[src/rtl/decimal_text_to_number_defines.svh]
// Assertion macros for the decimal text parser.
// Taken in by the top level; depends on clk and rst in the including scope.
`ifndef DECIMAL_TEXT_TO_NUMBER_DEFINES_SVH
`define DECIMAL_TEXT_TO_NUMBER_DEFINES_SVH

// Check a condition at every edge outside reset.
`define DTN_ASSERT(lbl, cond, msg) \
  lbl: assert property (@(posedge clk) disable iff (rst) (cond)) else $error(msg);

// Check that a trigger is followed by a condition in the next cycle.
`define DTN_ASSERT_NEXT(lbl, ante, cons, msg) \
  lbl: assert property (@(posedge clk) disable iff (rst) (ante) |=> (cons)) else $error(msg);

`endif

[src/rtl/dtn_pkg.sv]
// Shared types, codes and tables of the decimal text parser.
// No dependencies; used by every module of the block.
package dtn_pkg;

  localparam int FRAC_BITS_DEF       = 16;
  localparam int MAX_FRAC_DIGITS_DEF = 9;
  localparam int COUNT_MAX_DEF       = 255;

  localparam int QUEUE_DEPTH = 4;
  localparam int POW10_W     = 30;
  localparam int VALUE_W     = 48;
  localparam int PADDR_W     = 3;

  localparam logic [1:0] MODE_UINT = 2'd0;
  localparam logic [1:0] MODE_SINT = 2'd1;
  localparam logic [1:0] MODE_REAL = 2'd2;

  localparam logic [2:0] CLS_DIGIT = 3'd0;
  localparam logic [2:0] CLS_PLUS  = 3'd1;
  localparam logic [2:0] CLS_MINUS = 3'd2;
  localparam logic [2:0] CLS_DOT   = 3'd3;
  localparam logic [2:0] CLS_OTHER = 3'd4;

  localparam logic [7:0] CH_ZERO  = 8'h30;
  localparam logic [7:0] CH_NINE  = 8'h39;
  localparam logic [7:0] CH_MINUS = 8'h2D;
  localparam logic [7:0] CH_PLUS  = 8'h2B;
  localparam logic [7:0] CH_DOT   = 8'h2E;

  localparam logic [PADDR_W-1:0] ADDR_NUMBER_MODE = 3'd0;

  typedef struct packed {
    logic [2:0] cls;
    logic [3:0] digit;
    logic       last;
  } char_item_t;

  typedef struct packed {
    logic full;
    logic empty;
  } queue_stat_t;

  typedef struct packed {
    logic       valid;
    logic       ok;
    logic       neg;
    logic [1:0] mode;
    logic [7:0] consumed;
  } hand_ctl_t;

  function automatic logic [POW10_W-1:0] pow10(input logic [3:0] n);
    logic [POW10_W-1:0] p;
    case (n)
      4'd0:    p = 30'd1;
      4'd1:    p = 30'd10;
      4'd2:    p = 30'd100;
      4'd3:    p = 30'd1000;
      4'd4:    p = 30'd10000;
      4'd5:    p = 30'd100000;
      4'd6:    p = 30'd1000000;
      4'd7:    p = 30'd10000000;
      4'd8:    p = 30'd100000000;
      4'd9:    p = 30'd1000000000;
      default: p = 30'd1;
    endcase
    return p;
  endfunction

endpackage

[src/rtl/dtn_front.sv]
// Input side of the parser: takes characters and classifies them.
// Depends on dtn_pkg; feeds dtn_queue.
module dtn_front (
  input  logic                 char_valid,
  output logic                 char_stall,
  input  logic [7:0]           char_code,
  input  logic                 field_last,
  input  dtn_pkg::queue_stat_t q_stat,
  output logic                 push,
  output dtn_pkg::char_item_t  push_item
);

  assign char_stall = q_stat.full;
  assign push       = char_valid && !q_stat.full;

  always_comb begin
    push_item.digit = 4'(char_code - dtn_pkg::CH_ZERO);
    push_item.last  = field_last;
    if (char_code inside {[dtn_pkg::CH_ZERO:dtn_pkg::CH_NINE]}) begin
      push_item.cls = dtn_pkg::CLS_DIGIT;
    end else if (char_code == dtn_pkg::CH_PLUS) begin
      push_item.cls = dtn_pkg::CLS_PLUS;
    end else if (char_code == dtn_pkg::CH_MINUS) begin
      push_item.cls = dtn_pkg::CLS_MINUS;
    end else if (char_code == dtn_pkg::CH_DOT) begin
      push_item.cls = dtn_pkg::CLS_DOT;
    end else begin
      push_item.cls = dtn_pkg::CLS_OTHER;
    end
  end

endmodule

[src/rtl/dtn_queue.sv]
// Short queue of classified characters between front and parser.
// Depends on dtn_pkg.
module dtn_queue (
  input  logic                 clk,
  input  logic                 rst,
  input  logic                 push,
  input  dtn_pkg::char_item_t  push_item,
  input  logic                 pop,
  output dtn_pkg::char_item_t  pop_item,
  output dtn_pkg::queue_stat_t q_stat
);

  localparam int PTR_W = $clog2(dtn_pkg::QUEUE_DEPTH);
  localparam int LVL_W = $clog2(dtn_pkg::QUEUE_DEPTH + 1);

  dtn_pkg::char_item_t slot [dtn_pkg::QUEUE_DEPTH];
  logic [PTR_W-1:0] wr_ptr;
  logic [PTR_W-1:0] rd_ptr;
  logic [LVL_W-1:0] level;

  assign pop_item     = slot[rd_ptr];
  assign q_stat.full  = (level == LVL_W'(dtn_pkg::QUEUE_DEPTH));
  assign q_stat.empty = (level == '0);

  always_ff @(posedge clk) begin
    if (push) begin
      slot[wr_ptr] <= push_item;
    end
  end

  always_ff @(posedge clk) begin
    if (rst) begin
      wr_ptr <= '0;
      rd_ptr <= '0;
      level  <= '0;
    end else begin
      if (push) begin
        wr_ptr <= PTR_W'(wr_ptr + 1'b1);
      end
      if (pop) begin
        rd_ptr <= PTR_W'(rd_ptr + 1'b1);
      end
      if (push && !pop) begin
        level <= LVL_W'(level + 1'b1);
      end else if (pop && !push) begin
        level <= LVL_W'(level - 1'b1);
      end
    end
  end

endmodule

[src/rtl/dtn_parse.sv]
// Parser state: applies one queued character per cycle, a last one at scale_idle.
// Depends on dtn_pkg; hands finished fields to dtn_scale.
module dtn_parse #(
  parameter int MAX_FRAC_DIGITS = dtn_pkg::MAX_FRAC_DIGITS_DEF,
  parameter int COUNT_MAX       = dtn_pkg::COUNT_MAX_DEF
) (
  input  logic                                       clk,
  input  logic                                       rst,
  input  logic [1:0]                                 mode,
  input  dtn_pkg::queue_stat_t                       q_stat,
  input  dtn_pkg::char_item_t                        item,
  output logic                                       pop,
  input  logic                                       scale_idle,
  output dtn_pkg::hand_ctl_t                         hand,
  output logic [31:0]                                hand_acc,
  output logic [$clog2(10**MAX_FRAC_DIGITS)-1:0]     hand_facc,
  output logic [$clog2(MAX_FRAC_DIGITS+1)-1:0]       hand_fcnt
);

  localparam int FACC_W = $clog2(10**MAX_FRAC_DIGITS);
  localparam int FCNT_W = $clog2(MAX_FRAC_DIGITS + 1);
  localparam int CNT_W  = $clog2(COUNT_MAX + 1);

  localparam logic [1:0] PH_START = 2'd0;
  localparam logic [1:0] PH_WHOLE = 2'd1;
  localparam logic [1:0] PH_FRAC  = 2'd2;

  logic [1:0]        phase, phase_next;
  logic              neg, neg_next;
  logic [31:0]       acc, acc_next;
  logic              seen, seen_next;
  logic [FACC_W-1:0] facc, facc_next;
  logic [FCNT_W-1:0] fcnt, fcnt_next;
  logic [CNT_W-1:0]  cnt, cnt_next;
  logic              stopped, stopped_next;
  logic              took;
  logic              is_digit;
  logic              is_sign;
  logic [31:0]       acc_step;
  logic [FACC_W-1:0] facc_step;

  assign pop       = !q_stat.empty && (!item.last || scale_idle);
  assign is_digit  = (item.cls == dtn_pkg::CLS_DIGIT);
  assign is_sign   = (item.cls == dtn_pkg::CLS_PLUS) || (item.cls == dtn_pkg::CLS_MINUS);
  assign acc_step  = 32'({acc, 3'b000} + {2'b00, acc, 1'b0} + 35'(item.digit));
  assign facc_step = FACC_W'({facc, 3'b000} + {2'b00, facc, 1'b0} + (FACC_W+3)'(item.digit));

  always_comb begin
    phase_next   = phase;
    neg_next     = neg;
    acc_next     = acc;
    seen_next    = seen;
    facc_next    = facc;
    fcnt_next    = fcnt;
    cnt_next     = cnt;
    stopped_next = stopped;
    took         = 1'b0;
    if (pop && !stopped) begin
      case (phase)
        PH_START: begin
          if ((mode != dtn_pkg::MODE_UINT) && is_sign) begin
            neg_next   = (item.cls == dtn_pkg::CLS_MINUS);
            phase_next = PH_WHOLE;
            took       = 1'b1;
          end else if (is_digit) begin
            acc_next   = acc_step;
            seen_next  = 1'b1;
            phase_next = PH_WHOLE;
            took       = 1'b1;
          end else begin
            stopped_next = 1'b1;
          end
        end
        PH_WHOLE: begin
          if (is_digit) begin
            acc_next  = acc_step;
            seen_next = 1'b1;
            took      = 1'b1;
          end else if (mode[1] && (item.cls == dtn_pkg::CLS_DOT) && seen) begin
            phase_next = PH_FRAC;
            took       = 1'b1;
          end else begin
            stopped_next = 1'b1;
          end
        end
        default: begin
          if (is_digit) begin
            if (fcnt < FCNT_W'(MAX_FRAC_DIGITS)) begin
              facc_next = facc_step;
              fcnt_next = FCNT_W'(fcnt + 1'b1);
            end
            took = 1'b1;
          end else begin
            stopped_next = 1'b1;
          end
        end
      endcase
      if (took && (cnt < CNT_W'(COUNT_MAX))) begin
        cnt_next = CNT_W'(cnt + 1'b1);
      end
    end
  end

  // Hand the field over on its last character, with that character applied.
  always_comb begin
    hand.valid = pop && item.last;
    hand.ok    = seen_next && ((phase_next != PH_FRAC) || (fcnt_next != '0));
    hand.neg   = neg_next;
    hand.mode  = mode;
    if ({{(17-CNT_W){1'b0}}, cnt_next} > 17'd255) begin
      hand.consumed = 8'hFF;
    end else begin
      hand.consumed = 8'(cnt_next);
    end
  end

  assign hand_acc  = acc_next;
  assign hand_facc = facc_next;
  assign hand_fcnt = fcnt_next;

  always_ff @(posedge clk) begin
    if (rst || (pop && item.last)) begin
      phase   <= PH_START;
      neg     <= 1'b0;
      acc     <= '0;
      seen    <= 1'b0;
      facc    <= '0;
      fcnt    <= '0;
      cnt     <= '0;
      stopped <= 1'b0;
    end else begin
      phase   <= phase_next;
      neg     <= neg_next;
      acc     <= acc_next;
      seen    <= seen_next;
      facc    <= facc_next;
      fcnt    <= fcnt_next;
      cnt     <= cnt_next;
      stopped <= stopped_next;
    end
  end

endmodule

[src/rtl/dtn_scale.sv]
// Result stage: divides the fraction by its power of ten one bit a cycle,
// applies sign and mode, and holds the result. Depends on dtn_pkg.
module dtn_scale #(
  parameter int FRAC_BITS       = dtn_pkg::FRAC_BITS_DEF,
  parameter int MAX_FRAC_DIGITS = dtn_pkg::MAX_FRAC_DIGITS_DEF
) (
  input  logic                                   clk,
  input  logic                                   rst,
  input  dtn_pkg::hand_ctl_t                     hand,
  input  logic [31:0]                            hand_acc,
  input  logic [$clog2(10**MAX_FRAC_DIGITS)-1:0] hand_facc,
  input  logic [$clog2(MAX_FRAC_DIGITS+1)-1:0]   hand_fcnt,
  output logic                                   scale_idle,
  output logic                                   result_valid,
  input  logic                                   result_stall,
  output logic signed [dtn_pkg::VALUE_W-1:0]     number_value,
  output logic                                   parse_ok,
  output logic [7:0]                             chars_consumed
);

  localparam int PW    = dtn_pkg::POW10_W;
  localparam int TOT   = 32 + FRAC_BITS;
  localparam int IT_W  = $clog2(FRAC_BITS);

  localparam logic [1:0] S_IDLE = 2'd0;
  localparam logic [1:0] S_DIV  = 2'd1;
  localparam logic [1:0] S_FORM = 2'd2;
  localparam logic [1:0] S_OUT  = 2'd3;

  logic [1:0]           state;
  logic [IT_W-1:0]      iter;
  logic [PW-1:0]        divisor;
  logic [PW-1:0]        rem;
  logic [FRAC_BITS-1:0] quo;
  logic [31:0]          acc;
  logic                 ok;
  logic                 neg;
  logic [1:0]           mode;
  logic [7:0]           consumed;
  logic [PW:0]          rem_dbl;
  logic                 q_bit;
  logic [31:0]          int_word;
  logic [TOT-1:0]       mag;
  logic [TOT-1:0]       real_word;
  logic signed [dtn_pkg::VALUE_W-1:0] value_next;

  assign scale_idle   = (state == S_IDLE);
  assign result_valid = (state == S_OUT);
  assign rem_dbl      = {rem, 1'b0};
  assign q_bit        = (rem_dbl >= {1'b0, divisor});

  always_comb begin
    int_word  = neg ? 32'(-acc) : acc;
    mag       = {acc, quo};
    real_word = neg ? TOT'(-mag) : mag;
    case (mode)
      dtn_pkg::MODE_UINT: value_next = {16'h0000, acc};
      dtn_pkg::MODE_SINT: value_next = dtn_pkg::VALUE_W'(signed'(int_word));
      default:            value_next = dtn_pkg::VALUE_W'(signed'(real_word));
    endcase
    if (!ok) begin
      value_next = '0;
    end
  end

  always_ff @(posedge clk) begin
    case (state)
      S_IDLE: begin
        if (hand.valid) begin
          acc      <= hand_acc;
          ok       <= hand.ok;
          neg      <= hand.neg;
          mode     <= hand.mode;
          consumed <= hand.consumed;
          divisor  <= dtn_pkg::pow10(4'(hand_fcnt));
          rem      <= PW'(hand_facc);
          iter     <= '0;
        end
      end
      S_DIV: begin
        // Restoring step: one quotient bit per cycle.
        rem  <= q_bit ? PW'(rem_dbl - {1'b0, divisor}) : PW'(rem_dbl);
        quo  <= {quo[FRAC_BITS-2:0], q_bit};
        iter <= IT_W'(iter + 1'b1);
      end
      S_FORM: begin
        number_value   <= value_next;
        parse_ok       <= ok;
        chars_consumed <= consumed;
      end
      default: begin
      end
    endcase
  end

  always_ff @(posedge clk) begin
    if (rst) begin
      state <= S_IDLE;
    end else begin
      case (state)
        S_IDLE:  if (hand.valid) state <= S_DIV;
        S_DIV:   if (iter == IT_W'(FRAC_BITS - 1)) state <= S_FORM;
        S_FORM:  state <= S_OUT;
        S_OUT:   if (!result_stall) state <= S_IDLE;
        default: state <= S_IDLE;
      endcase
    end
  end

endmodule

[src/rtl/decimal_text_to_number.sv]
// Top level of the decimal text parser: register port, front, queue,
// parser and result stage. Depends on dtn_pkg and the defines header.
//
//  channel   signals                                   direction
//  char      char_valid/char_stall, char_code,         in
//            field_last
//  result    result_valid/result_stall, number_value,  out
//            parse_ok, chars_consumed
//  config    psel/penable/pwrite/paddr/pwdata/prdata   in/out
//
// Characters enter at one per cycle while char_stall is low; the parser
// applies one per cycle from the queue while the queue holds one.
// The last character of a field waits until the result stage is free. That
// stage runs a bit-serial divide of the fraction by its power of ten, so each
// result passes through load, FRAC_BITS divide steps, form and show there.
// Reset (rst, synchronous) empties the queue, clears the field and sets
// number_mode to the real form. char_stall rises only when the queue is full;
// a stalled result holds its value while the parser keeps consuming characters.
`include "decimal_text_to_number_defines.svh"

module decimal_text_to_number #(
  parameter int FRAC_BITS       = dtn_pkg::FRAC_BITS_DEF,
  parameter int MAX_FRAC_DIGITS = dtn_pkg::MAX_FRAC_DIGITS_DEF,
  parameter int COUNT_MAX       = dtn_pkg::COUNT_MAX_DEF
) (
  input  logic                               clk,
  input  logic                               rst,
  // configuration port
  input  logic                               psel,
  input  logic                               penable,
  input  logic                               pwrite,
  input  logic [dtn_pkg::PADDR_W-1:0]        paddr,
  input  logic [31:0]                        pwdata,
  output logic [31:0]                        prdata,
  output logic                               pready,
  // character items
  input  logic                               char_valid,
  output logic                               char_stall,
  input  logic [7:0]                         char_code,
  input  logic                               field_last,
  // result items
  output logic                               result_valid,
  input  logic                               result_stall,
  output logic signed [dtn_pkg::VALUE_W-1:0] number_value,
  output logic                               parse_ok,
  output logic [7:0]                         chars_consumed
);

  logic [1:0]                             number_mode;
  logic                                   push;
  dtn_pkg::char_item_t                    push_item;
  dtn_pkg::char_item_t                    pop_item;
  logic                                   pop;
  dtn_pkg::queue_stat_t                   q_stat;
  dtn_pkg::hand_ctl_t                     hand;
  logic [31:0]                            hand_acc;
  logic [$clog2(10**MAX_FRAC_DIGITS)-1:0] hand_facc;
  logic [$clog2(MAX_FRAC_DIGITS+1)-1:0]   hand_fcnt;
  logic                                   scale_idle;

  // Register file: a single mode register; writes beyond it are dropped.
  assign pready = 1'b1;
  assign prdata = (paddr == dtn_pkg::ADDR_NUMBER_MODE) ? {30'd0, number_mode} : 32'd0;

  always_ff @(posedge clk) begin
    if (rst) begin
      number_mode <= dtn_pkg::MODE_REAL;
    end else if (psel && penable && pwrite && pready
                 && (paddr == dtn_pkg::ADDR_NUMBER_MODE)) begin
      number_mode <= pwdata[1:0];
    end
  end

  // Classify characters as they arrive.
  dtn_front u_front (
    .char_valid (char_valid),
    .char_stall (char_stall),
    .char_code  (char_code),
    .field_last (field_last),
    .q_stat     (q_stat),
    .push       (push),
    .push_item  (push_item)
  );

  // Decouple the arrival side from the parser.
  dtn_queue u_queue (
    .clk       (clk),
    .rst       (rst),
    .push      (push),
    .push_item (push_item),
    .pop       (pop),
    .pop_item  (pop_item),
    .q_stat    (q_stat)
  );

  // Accumulate digits; hand the field over on its last character.
  dtn_parse #(
    .MAX_FRAC_DIGITS (MAX_FRAC_DIGITS),
    .COUNT_MAX       (COUNT_MAX)
  ) u_parse (
    .clk        (clk),
    .rst        (rst),
    .mode       (number_mode),
    .q_stat     (q_stat),
    .item       (pop_item),
    .pop        (pop),
    .scale_idle (scale_idle),
    .hand       (hand),
    .hand_acc   (hand_acc),
    .hand_facc  (hand_facc),
    .hand_fcnt  (hand_fcnt)
  );

  // Scale the fraction, apply sign and mode, hold the result.
  dtn_scale #(
    .FRAC_BITS       (FRAC_BITS),
    .MAX_FRAC_DIGITS (MAX_FRAC_DIGITS)
  ) u_scale (
    .clk            (clk),
    .rst            (rst),
    .hand           (hand),
    .hand_acc       (hand_acc),
    .hand_facc      (hand_facc),
    .hand_fcnt      (hand_fcnt),
    .scale_idle     (scale_idle),
    .result_valid   (result_valid),
    .result_stall   (result_stall),
    .number_value   (number_value),
    .parse_ok       (parse_ok),
    .chars_consumed (chars_consumed)
  );

  // A field is handed over only to an idle result stage, which then starts.
  `DTN_ASSERT(a_hand_when_idle, !hand.valid || scale_idle, "field handed to busy result stage")
  `DTN_ASSERT_NEXT(a_hand_taken, hand.valid, !scale_idle, "result stage missed a field")
  // A failed parse always reports zero.
  `DTN_ASSERT(a_fail_zero, !result_valid || parse_ok || (number_value == '0), "failed parse with nonzero value")
  // The queue cannot be full and empty at once.
  `DTN_ASSERT(a_queue_level, !(q_stat.full && q_stat.empty), "queue full and empty")

endmodule

[config.mk]
export PLATFORM = sky130hd
export DESIGN_NAME = decimal_text_to_number
export DESIGN_NICKNAME = d
export VERILOG_FILES = /design/src/rtl/dtn_pkg.sv /design/src/rtl/dtn_front.sv /design/src/rtl/dtn_queue.sv /design/src/rtl/dtn_parse.sv /design/src/rtl/dtn_scale.sv /design/src/rtl/decimal_text_to_number.sv
export VERILOG_INCLUDE_DIRS = /design/src /design/src/rtl
export SDC_FILE = /design/constraint.sdc
export NUM_CORES = 1
export LEC_CHECK = 0
export BUFFER_PORTS_ARGS = -buffer_cell sky130_fd_sc_hd__buf_4
export CORE_ASPECT_RATIO = 1.25
export CORE_MARGIN = 4
export CORE_UTILIZATION = 50
export CTS_BUF_LIST = sky130_fd_sc_hd__clkbuf_16
export DETAILED_ROUTE_END_ITERATION = 7
export HOLD_SLACK_MARGIN = 0.12
export PLACE_DENSITY = 0.73
export SLEW_MARGIN = 20
export SYNTH_ARGS = -nofsm -noshare
export SYNTH_HDL_FRONTEND = slang
export SYNTH_HIERARCHICAL = 1
export SYNTH_SLANG_ARGS = --single-unit
export TNS_END_PERCENT = 20
[constraint.sdc]
create_clock -name clk -period 6.5 [get_ports clk]
set_clock_uncertainty 0.15 [all_clocks]
set_input_delay 0.975 -clock clk [delete_from_list [all_inputs] [get_ports clk]]
set_output_delay 0.975 -clock clk [all_outputs]
set_load 0.005 [all_outputs]
==> results.toml, run 1 <==
[run_status]
outcome = "finished clean"

[floorplanning]
die_y_um = 229
row_count = 80
die_w_um = 185
initial_core_util = 0.509
dieArea_um2 = 42300
io_pins = 143
core_um2 = 38300

[clock_network]
cts_buffers = 30
htreeDepth = 1
cts-resized-gates = 0
hold_buffers = 0
cts_sinks = 298
tritoncts = "yes"
clock_latency_ns = 0.60
postCtsSetupRepairBufs = 0
cts-root-buf = "clkbuf_16"
clk_pin_slew_ns = 0.06
clk_path_buf_depth = 3

[layout]
layout-drive-gt1-share = 0.104
fin_cells = 2569
syn2layout_area_growth_pct = 8.82
antenna_cells = 0
design_area_um2 = 21200
finalCoreUtilization = 0.554
final_nets = 2272

[worst_setup_path]
crit_path_end_kind = "register"
criticalPathCategory = "register to register"
critPathMaxFanout = 8
startpoint_type = "register"
worstPathRequired_ns = 6.66
worstPathArrival_ns = 4.98

[placement]
portBuffers = 81
place_worst_setup_slack_ns = 1.72
hpwl_mm = 32.5
dp.cells = 2513
place_congestion = 0.903
place_area_um2 = 20300

[timing]
rsz0062_at_grt = "false"
slew_headroom = 0.307
setup_viol = 0
finalHoldViolCount = 0
slew_viol_final = 0
fmax_mhz = 207
holdWs_ns = 0.266
fin_ws_ns = 1.68
timing.setup.tns_ns = 0
min_period_ns = 4.82
min_period_over_period = 0.742
tightest_slew_ns = 1.04

[yosys]
synth_edf_count = 206
syn_inst = 2028
ys_ff_latch = 298
synth_warnings = 6
synth_ff_type = "edfxtp_1"
synth_cell_types = 98
netlist_area_um2 = 19500
synth_seq_area_share = 0.412
async_flop_share = 0
synth_area_leaders = "edfxtp_1 (32%), ha_1 (10%), dfxtp_1 (9.4%), nand2_1 (5.1%), xor2_1 (4.0%)"
syn_area_per_cell_um2 = 9.62
synth_top_area_frac = 0.317
synth_top_area_cell = "edfxtp_1"

[global_route]
grt_usage = 0.197
grt_max_degree = 70
antenna_found_initial = 0
grt.overflow.total = 0
grt_pass1_vias = 14500
grt.busiest_layer = "met2"
grt_use_met1 = 0.237
met3_usage = 0.0186
grt_util_met2 = 0.357
grt_pass1_wl_mm = 69.8

[route]
dr.pass1.iters = 6
dr.first_iter.drc_count = 925
wl_mm = 43.0
via_per_inst = 5.77
wl_per_cell_um = 16.7
post-route-drc-count = 0
dr_total_vias = 14800
ant_nets = 0

[hold_path]
hp-class = "register to register"

[power]
static-leakage-power_nw = 8.99
p_per_area_nw_per_um2 = 374
power.total_mw = 7.94
peakVddDrop_uv = 208

[flow_run]
drv_cap = 0
[metal layers]
metal | vias to the layer above | part of all wire
li1 | 7311 | -
met1 | 6984 | 0.41
met2 | 435 | 0.51
met3 | 100 | 0.052
met4 | 0 | 0.036
met5 | - | 0
[critical path, cell delays in order, from the launching register on]
cell and delay (ns):
dfxtp_1 0.66, mux4_2 0.64, fa_1 0.52, ha_1 0.32
a211oi_1 0.41, o21bai_2 0.16, a21oi_2 0.29, nor3_4 0.09
o311ai_4 0.37, or3_4 0.21, nor3_1 0.04, or3_1 0.39
a211o_1 0.30
[placed cells by master (no fill, tap or decap), types with 17 or more instances in the layout]
cell and count:
o21ai_0 126, o211a_1 27, a211oi_1 18, dfxtp_1 92, a21oi_1 117, or3_1 20, a21o_1 33, nand3_1 26
inv_1 73, nand4_1 18, o31ai_1 21, nand2_1 267, edfxtp_1 206, buf_4 95, a31oi_1 35, nor2_1 140
and2_1 68, ha_1 160, conb_1 31, nor3_1 30, clkbuf_16 30, xnor2_1 78, and3_1 17, xor2_1 88
[flip-flops by register name, summed over array words and instances, names as in the netlist, 3 cells and up, named ones only]
| name | cells |
|---|---|
| u_scale/number_value | 48 |
| u_parse/acc | 32 |
| u_queue/slot | 32 |
| u_scale/acc | 32 |
| u_parse/facc | 30 |
| u_scale/rem | 30 |
| u_scale/divisor | 23 |
| u_scale/quo | 16 |
| u_parse/cnt | 8 |
| u_scale/chars_consumed | 8 |
| u_scale/consumed | 8 |
| u_parse/fcnt | 4 |
| u_scale/iter | 4 |
| u_queue/level | 3 |
[power by group]
part           leakage (nW)  internal [mW]  switching, mW  total (mW)
clock network         0.483          0.894          0.763        1.66
registers              2.66           2.65          0.320        2.97
logic                  5.85           1.29           2.03        3.31
total                  8.99           4.83           3.11        7.94
[cells in the mapped netlist (20+ instances only)]
library cell / instances
clkbuf_1: 71
a21o_1: 33
buf_4: 43
ha_1: 162
o21ai_0: 126
xor2_1: 88
or3_1: 20
and2_1: 69
dfxtp_1: 92
nor3_1: 30
a31oi_1: 35
o211a_1: 27
inv_1: 68
a21oi_1: 117
o31ai_1: 21
nand3_1: 26
nor2_1: 141
nand2_1: 267
edfxtp_1: 206
xnor2_1: 78
[layout make-up]
type                       count  area, µm²
sequential                   298       8030
fill                        3338      17100
inverter                      70        263
timing repair buffer          95        713
tap                          492        616
multi-input combinational   1558      10700
clock buffer                  30        751
clock inverter                26        196
[final timing paths]
check / start / end / slack (ns) / cells after the start
worst max-delay path: register / u_scale/rem[25]$_DFFE_PP_ / 1.68 / 12
worst min-delay path: u_scale/consumed[4]$_DFFE_PP_ / u_scale/chars_consumed[4]$_DFFE_PP_ / 0.27 / 0
worst max register to register: register / u_scale/rem[25]$_DFFE_PP_ / 1.68 / 12
worst min register to register: u_scale/consumed[4]$_DFFE_PP_ / u_scale/chars_consumed[4]$_DFFE_PP_ / 0.27 / 0
[logic make-up (layout without fill, tap and decap cells)]
family / Yosys count / after routing / share of synthesized area
other: 2 / 31 / 0.000385
muxes: 26 / 26 / 0.0189
buffers and inverters: 201 / 221 / 0.0484
xor gates and xnor gates: 166 / 166 / 0.0745
DFF: 298 / 298 / 0.412
AOI/OAI and AO/OA: 492 / 492 / 0.167
adders and majority gates: 169 / 169 / 0.111
and+or+nand+nor: 674 / 674 / 0.168
Power figures use the tool's default switching activity.
==> run 2: changes to the inputs <==
Clock period 6.5 ns to 4.6 ns, I/O delays scaled along.
==> results.toml, run 2 (same netlist as run 1, synthesis figures left out) <==
[run_status]
outcome = "finished clean"

[timing]
min_period_ns = 4.40
slew_headroom = 0.388
slew_viol_final = 0
finalHoldViolCount = 0
min_period_over_period = 0.957
fmax_mhz = 227
tightest_slew_ns = 0.896
setup_viol = 0
rsz0062_at_grt = "false"
timing.setup.tns_ns = 0
holdWs_ns = 0.159

[power]
power.total_mw = 11.5
peakVddDrop_uv = 404
p_per_area_nw_per_um2 = 539
static-leakage-power_nw = 9.04

[worst_setup_path]
criticalPathCategory = "register to register"
worstPathRequired_ns = 4.78
crit_path_end_kind = "register"
startpoint_type = "register"
cp_slowest_cell = "mux4_2"
worstPathArrival_ns = 4.58
crit_chain = "mux4_2 > fa_1 > ha_1 > a211oi_1 > o21bai_2 > a21oi_2 > nor3_4 > o311ai_4 > or3_4 > nor3_1 > or3_1 > a211o_1"
critPathMaxStageDelay_ns = 0.57
critPathMaxFanout = 6

[floorplanning]
initial_core_util = 0.509
dieArea_um2 = 42300
die_y_um = 229
core_um2 = 38300
die_w_um = 185
row_count = 80
io_pins = 143

[clock_network]
htreeDepth = 1
hold_buffers = 0
postCtsSetupRepairBufs = 0
cts_sinks = 298
clk_pin_slew_ns = 0.07
cts-root-buf = "clkbuf_16"
clock_latency_ns = 0.58
tritoncts = "yes"
clk_path_buf_depth = 3
cts_buffers = 30
cts-resized-gates = 0

[layout]
fill_cells = 3352
regMostFlops = "u_scale/number_value"
syn2layout_area_growth_pct = 9.31
antenna_cells = 0
largest_register_ffs = 48
layout-drive-gt1-share = 0.106
final_nets = 2277
regArea_um2 = 8030
multi_input_area_um2 = 10700
final_cell_mix = "nand2_1 (267), edfxtp_1 (206), ha_1 (160), nor2_1 (140), o21ai_0 (126)"
final_common_cell = "nand2_1"

[route]
via_per_inst = 5.80
wl_per_cell_um = 17.2
wl_mm = 44.3
dr_total_vias = 14900
dr.first_iter.drc_count = 1103
ant_nets = 0
post-route-drc-count = 0
dr.pass1.iters = 5

[global_route]
grt_pass1_wl_mm = 72.3
antenna_found_initial = 0
grt_usage = 0.204
grt_max_degree = 69
grt_pass1_vias = 14600
grt.overflow.total = 0

[placement]
hpwl_mm = 32.9
place_congestion = 0.944
portBuffers = 81

[hold_path]
hp-class = "input pin to register"

[flow_run]
drv_cap = 0
## run 2: cell count changes in the layout (fill, tap and decap cells not counted), sizes merged
cell	previous run	this run
clkbuf	30	31
clkinvlp	3	2
bufinv	1	3
inv	78	77
buf	95	100
clkinv	14	13
## run 2: where the power goes
group	leakage, nW	switching, mW	total [mW]	internal, mW
Clock	0.510	1.08	2.48	1.40
Sequential	2.66	0.421	4.17	3.75
Combinational	5.87	2.97	4.83	1.86
## run 2: area by class of cell
class                           count  share of cell area
Clock buffer                       31              0.0364
Clock inverter                     25              0.0107
Inverter                           70              0.0123
Multi-Input combinational cell   1558               0.500
Sequential cell                   298               0.377
Tap cell                          492              0.0289
Timing Repair Buffer              100              0.0352
## run 2: critical path, delay by kind of cell (launching register included)
kind,cells,cell delay [ns]
AND/OR/NAND/NOR,4,0.76
flip-flops,1,0.36
adder cells (fa/ha/maj),2,0.85
AO/OA/AOI/OAI,5,1.45
multiplexers,1,0.57
## run 2: final timing paths
check                                 from                             endpoint  slack [ns]  cells past startpoint
min reg2reg  u_scale/consumed[6]$_DFFE_PP_  u_scale/chars_consumed[6]$_DFFE_PP_        0.27                      0
max                               register            u_scale/rem[25]$_DFFE_PP_        0.20                     12
min                             field_last         u_queue/slot[0][0]$_DFFE_PP_        0.16                      1
max reg2reg                       register            u_scale/rem[25]$_DFFE_PP_        0.20                     12
## run 2: layer usage
metal | routed length (µm) | GRT usage | vias to the layer above | part of all wire
li1 | - | - | 7330 | -
met4 | 1410 | 0.0725 | 0 | 0.032
met1 | 18500 | 0.254 | 7111 | 0.42
met2 | 22400 | 0.367 | 391 | 0.51
met3 | 2030 | 0.0199 | 103 | 0.046
met5 | 0 | 0 | - | 0
## run 2: stage by stage
step                setup slack [ns]  area [µm²]  std cells  utilization
finish                         0.200       21300       2574        0.556
floorplan                      0.490       19600       2057            -
detailed placement             0.187       20300       2518        0.530
global placement               0.263       20300       2518        0.530
CTS                            0.180       21300       2574        0.556
global route                  0.0113       21300       2574        0.556
==> run 3: changes to the inputs <==
Settings changed: CORE_MARGIN 4 to unset.
Clock period 4.6 ns to 5.6 ns, I/O delays scaled along.
==> results.toml, run 3 (same netlist as run 1, synthesis figures left out) <==
[timing]
finalHoldViolCount = 0
fmax_mhz = 220
setup_viol = 0
slew_viol_final = 0
slew_headroom = 0.318
rsz0062_at_grt = "false"
min_period_over_period = 0.811
tightest_slew_ns = 0.998
holdWs_ns = 0.276
min_period_ns = 4.54
timing.setup.tns_ns = 0

[power]
power.total_mw = 9.23
static-leakage-power_nw = 8.99
p_per_area_nw_per_um2 = 435
peakVddDrop_uv = 324

[hold_path]
hp-class = "register to register"

[global_route]
grt_pass1_vias = 14600
antenna_found_initial = 1
grt_max_degree = 69
grt_usage = 0.217
grt.overflow.total = 0
grt_pass1_wl_mm = 70.6

[clock_network]
cts_sinks = 298
clk_pin_slew_ns = 0.07
clock_latency_ns = 0.59
cts-root-buf = "clkbuf_16"
hold_buffers = 0
tritoncts = "yes"
cts-resized-gates = 0
cts_buffers = 29
clk_path_buf_depth = 3
htreeDepth = 1
postCtsSetupRepairBufs = 0

[run_status]
outcome = "finished clean"

[layout]
regMostFlops = "u_scale/number_value"
final_nets = 2274
syn2layout_area_growth_pct = 8.79
antenna_cells = 0
finalCoreUtilization = 0.553
final_cell_mix = "nand2_1 (267), edfxtp_1 (206), ha_1 (160), nor2_1 (140), o21ai_0 (126)"
final_common_cell = "nand2_1"
fill_cells = 3371
largest_register_ffs = 48
layout-drive-gt1-share = 0.102

[worst_setup_path]
cp_slowest_cell = "dfxtp_1"
cpLargestDelayFamily = "compound AO/OA/AOI/OAI gates"
worstPathArrival_ns = 4.72
criticalPathCategory = "register to register"
startpoint_type = "register"
critPathMaxFanout = 8
crit_chain = "mux4_2 > fa_1 > ha_1 > a211oi_1 > o21bai_2 > a21oi_2 > nor3_4 > o311ai_4 > or3_4 > nor3_1 > or3_1 > a211o_1"
cp_num_buf_inv = 0
worstPathRequired_ns = 5.78
crit_path_end_kind = "register"
critPathMaxStageDelay_ns = 0.55

[route]
dr_total_vias = 14700
wl_per_cell_um = 16.6
ant_nets = 0
wl_mm = 42.7
post-route-drc-count = 0
dr.pass1.iters = 5
via_per_inst = 5.73
dr.first_iter.drc_count = 887

[floorplanning]
die_y_um = 223
dieArea_um2 = 39800
core_um2 = 38300
initial_core_util = 0.509
row_count = 80
io_pins = 143
die_w_um = 179

[flow_run]
drv_cap = 0

[placement]
hpwl_mm = 31.9
portBuffers = 81
place_congestion = 0.929
==> run 3: per-layer routing <==
metal,GRT usage,part of all wire,routed length [µm]
met4,0.0886,0.035,1500
met2,0.389,0.51,21600
met5,0,0.00035,15
met3,0.0204,0.036,1540
met1,0.264,0.42,18100
==> run 3: final cells by class <==
| type | instances | area, µm² | area share |
|---|---|---|---|
| Tap cell | 492 | 616 | 0.0290 |
| Timing Repair Buffer | 98 | 736 | 0.0347 |
| Sequential cell | 298 | 8030 | 0.378 |
| Inverter | 70 | 263 | 0.0124 |
| Multi-Input combinational cell | 1558 | 10700 | 0.502 |
| Clock inverter | 25 | 193 | 0.00908 |
| Clock buffer | 29 | 726 | 0.0342 |
==> run 3: path summary, 6_finish.rpt <==
check | slack, ns | depth (start not counted) | endpoint | from
hold / removal | 0.28 | 0 | u_scale/chars_consumed[7]$_DFFE_PP_ | u_scale/consumed[7]$_DFFE_PP_
hold reg to reg | 0.28 | 0 | u_scale/chars_consumed[7]$_DFFE_PP_ | u_scale/consumed[7]$_DFFE_PP_
setup reg to reg | 1.06 | 12 | u_scale/rem[25]$_DFFE_PP_ | register
setup / recovery | 1.06 | 12 | u_scale/rem[25]$_DFFE_PP_ | register
==> run 3: stage by stage <==
step	setup slack [ns]	cell area (µm²)	std cells
6_report	1.06	21200	2570
5_1_grt	0.918	21200	2570
4_1_cts	1.09	21200	2570
3_5_place_dp	1.11	20300	2516
3_3_place_gp	1.12	20300	2516
2_1_floorplan	0.862	19600	2057
==> run 3: power by group <==
group / internal [mW] / switching, mW
Combinational: 1.51 / 2.38
Sequential: 3.08 / 0.362
Clock: 1.04 / 0.856
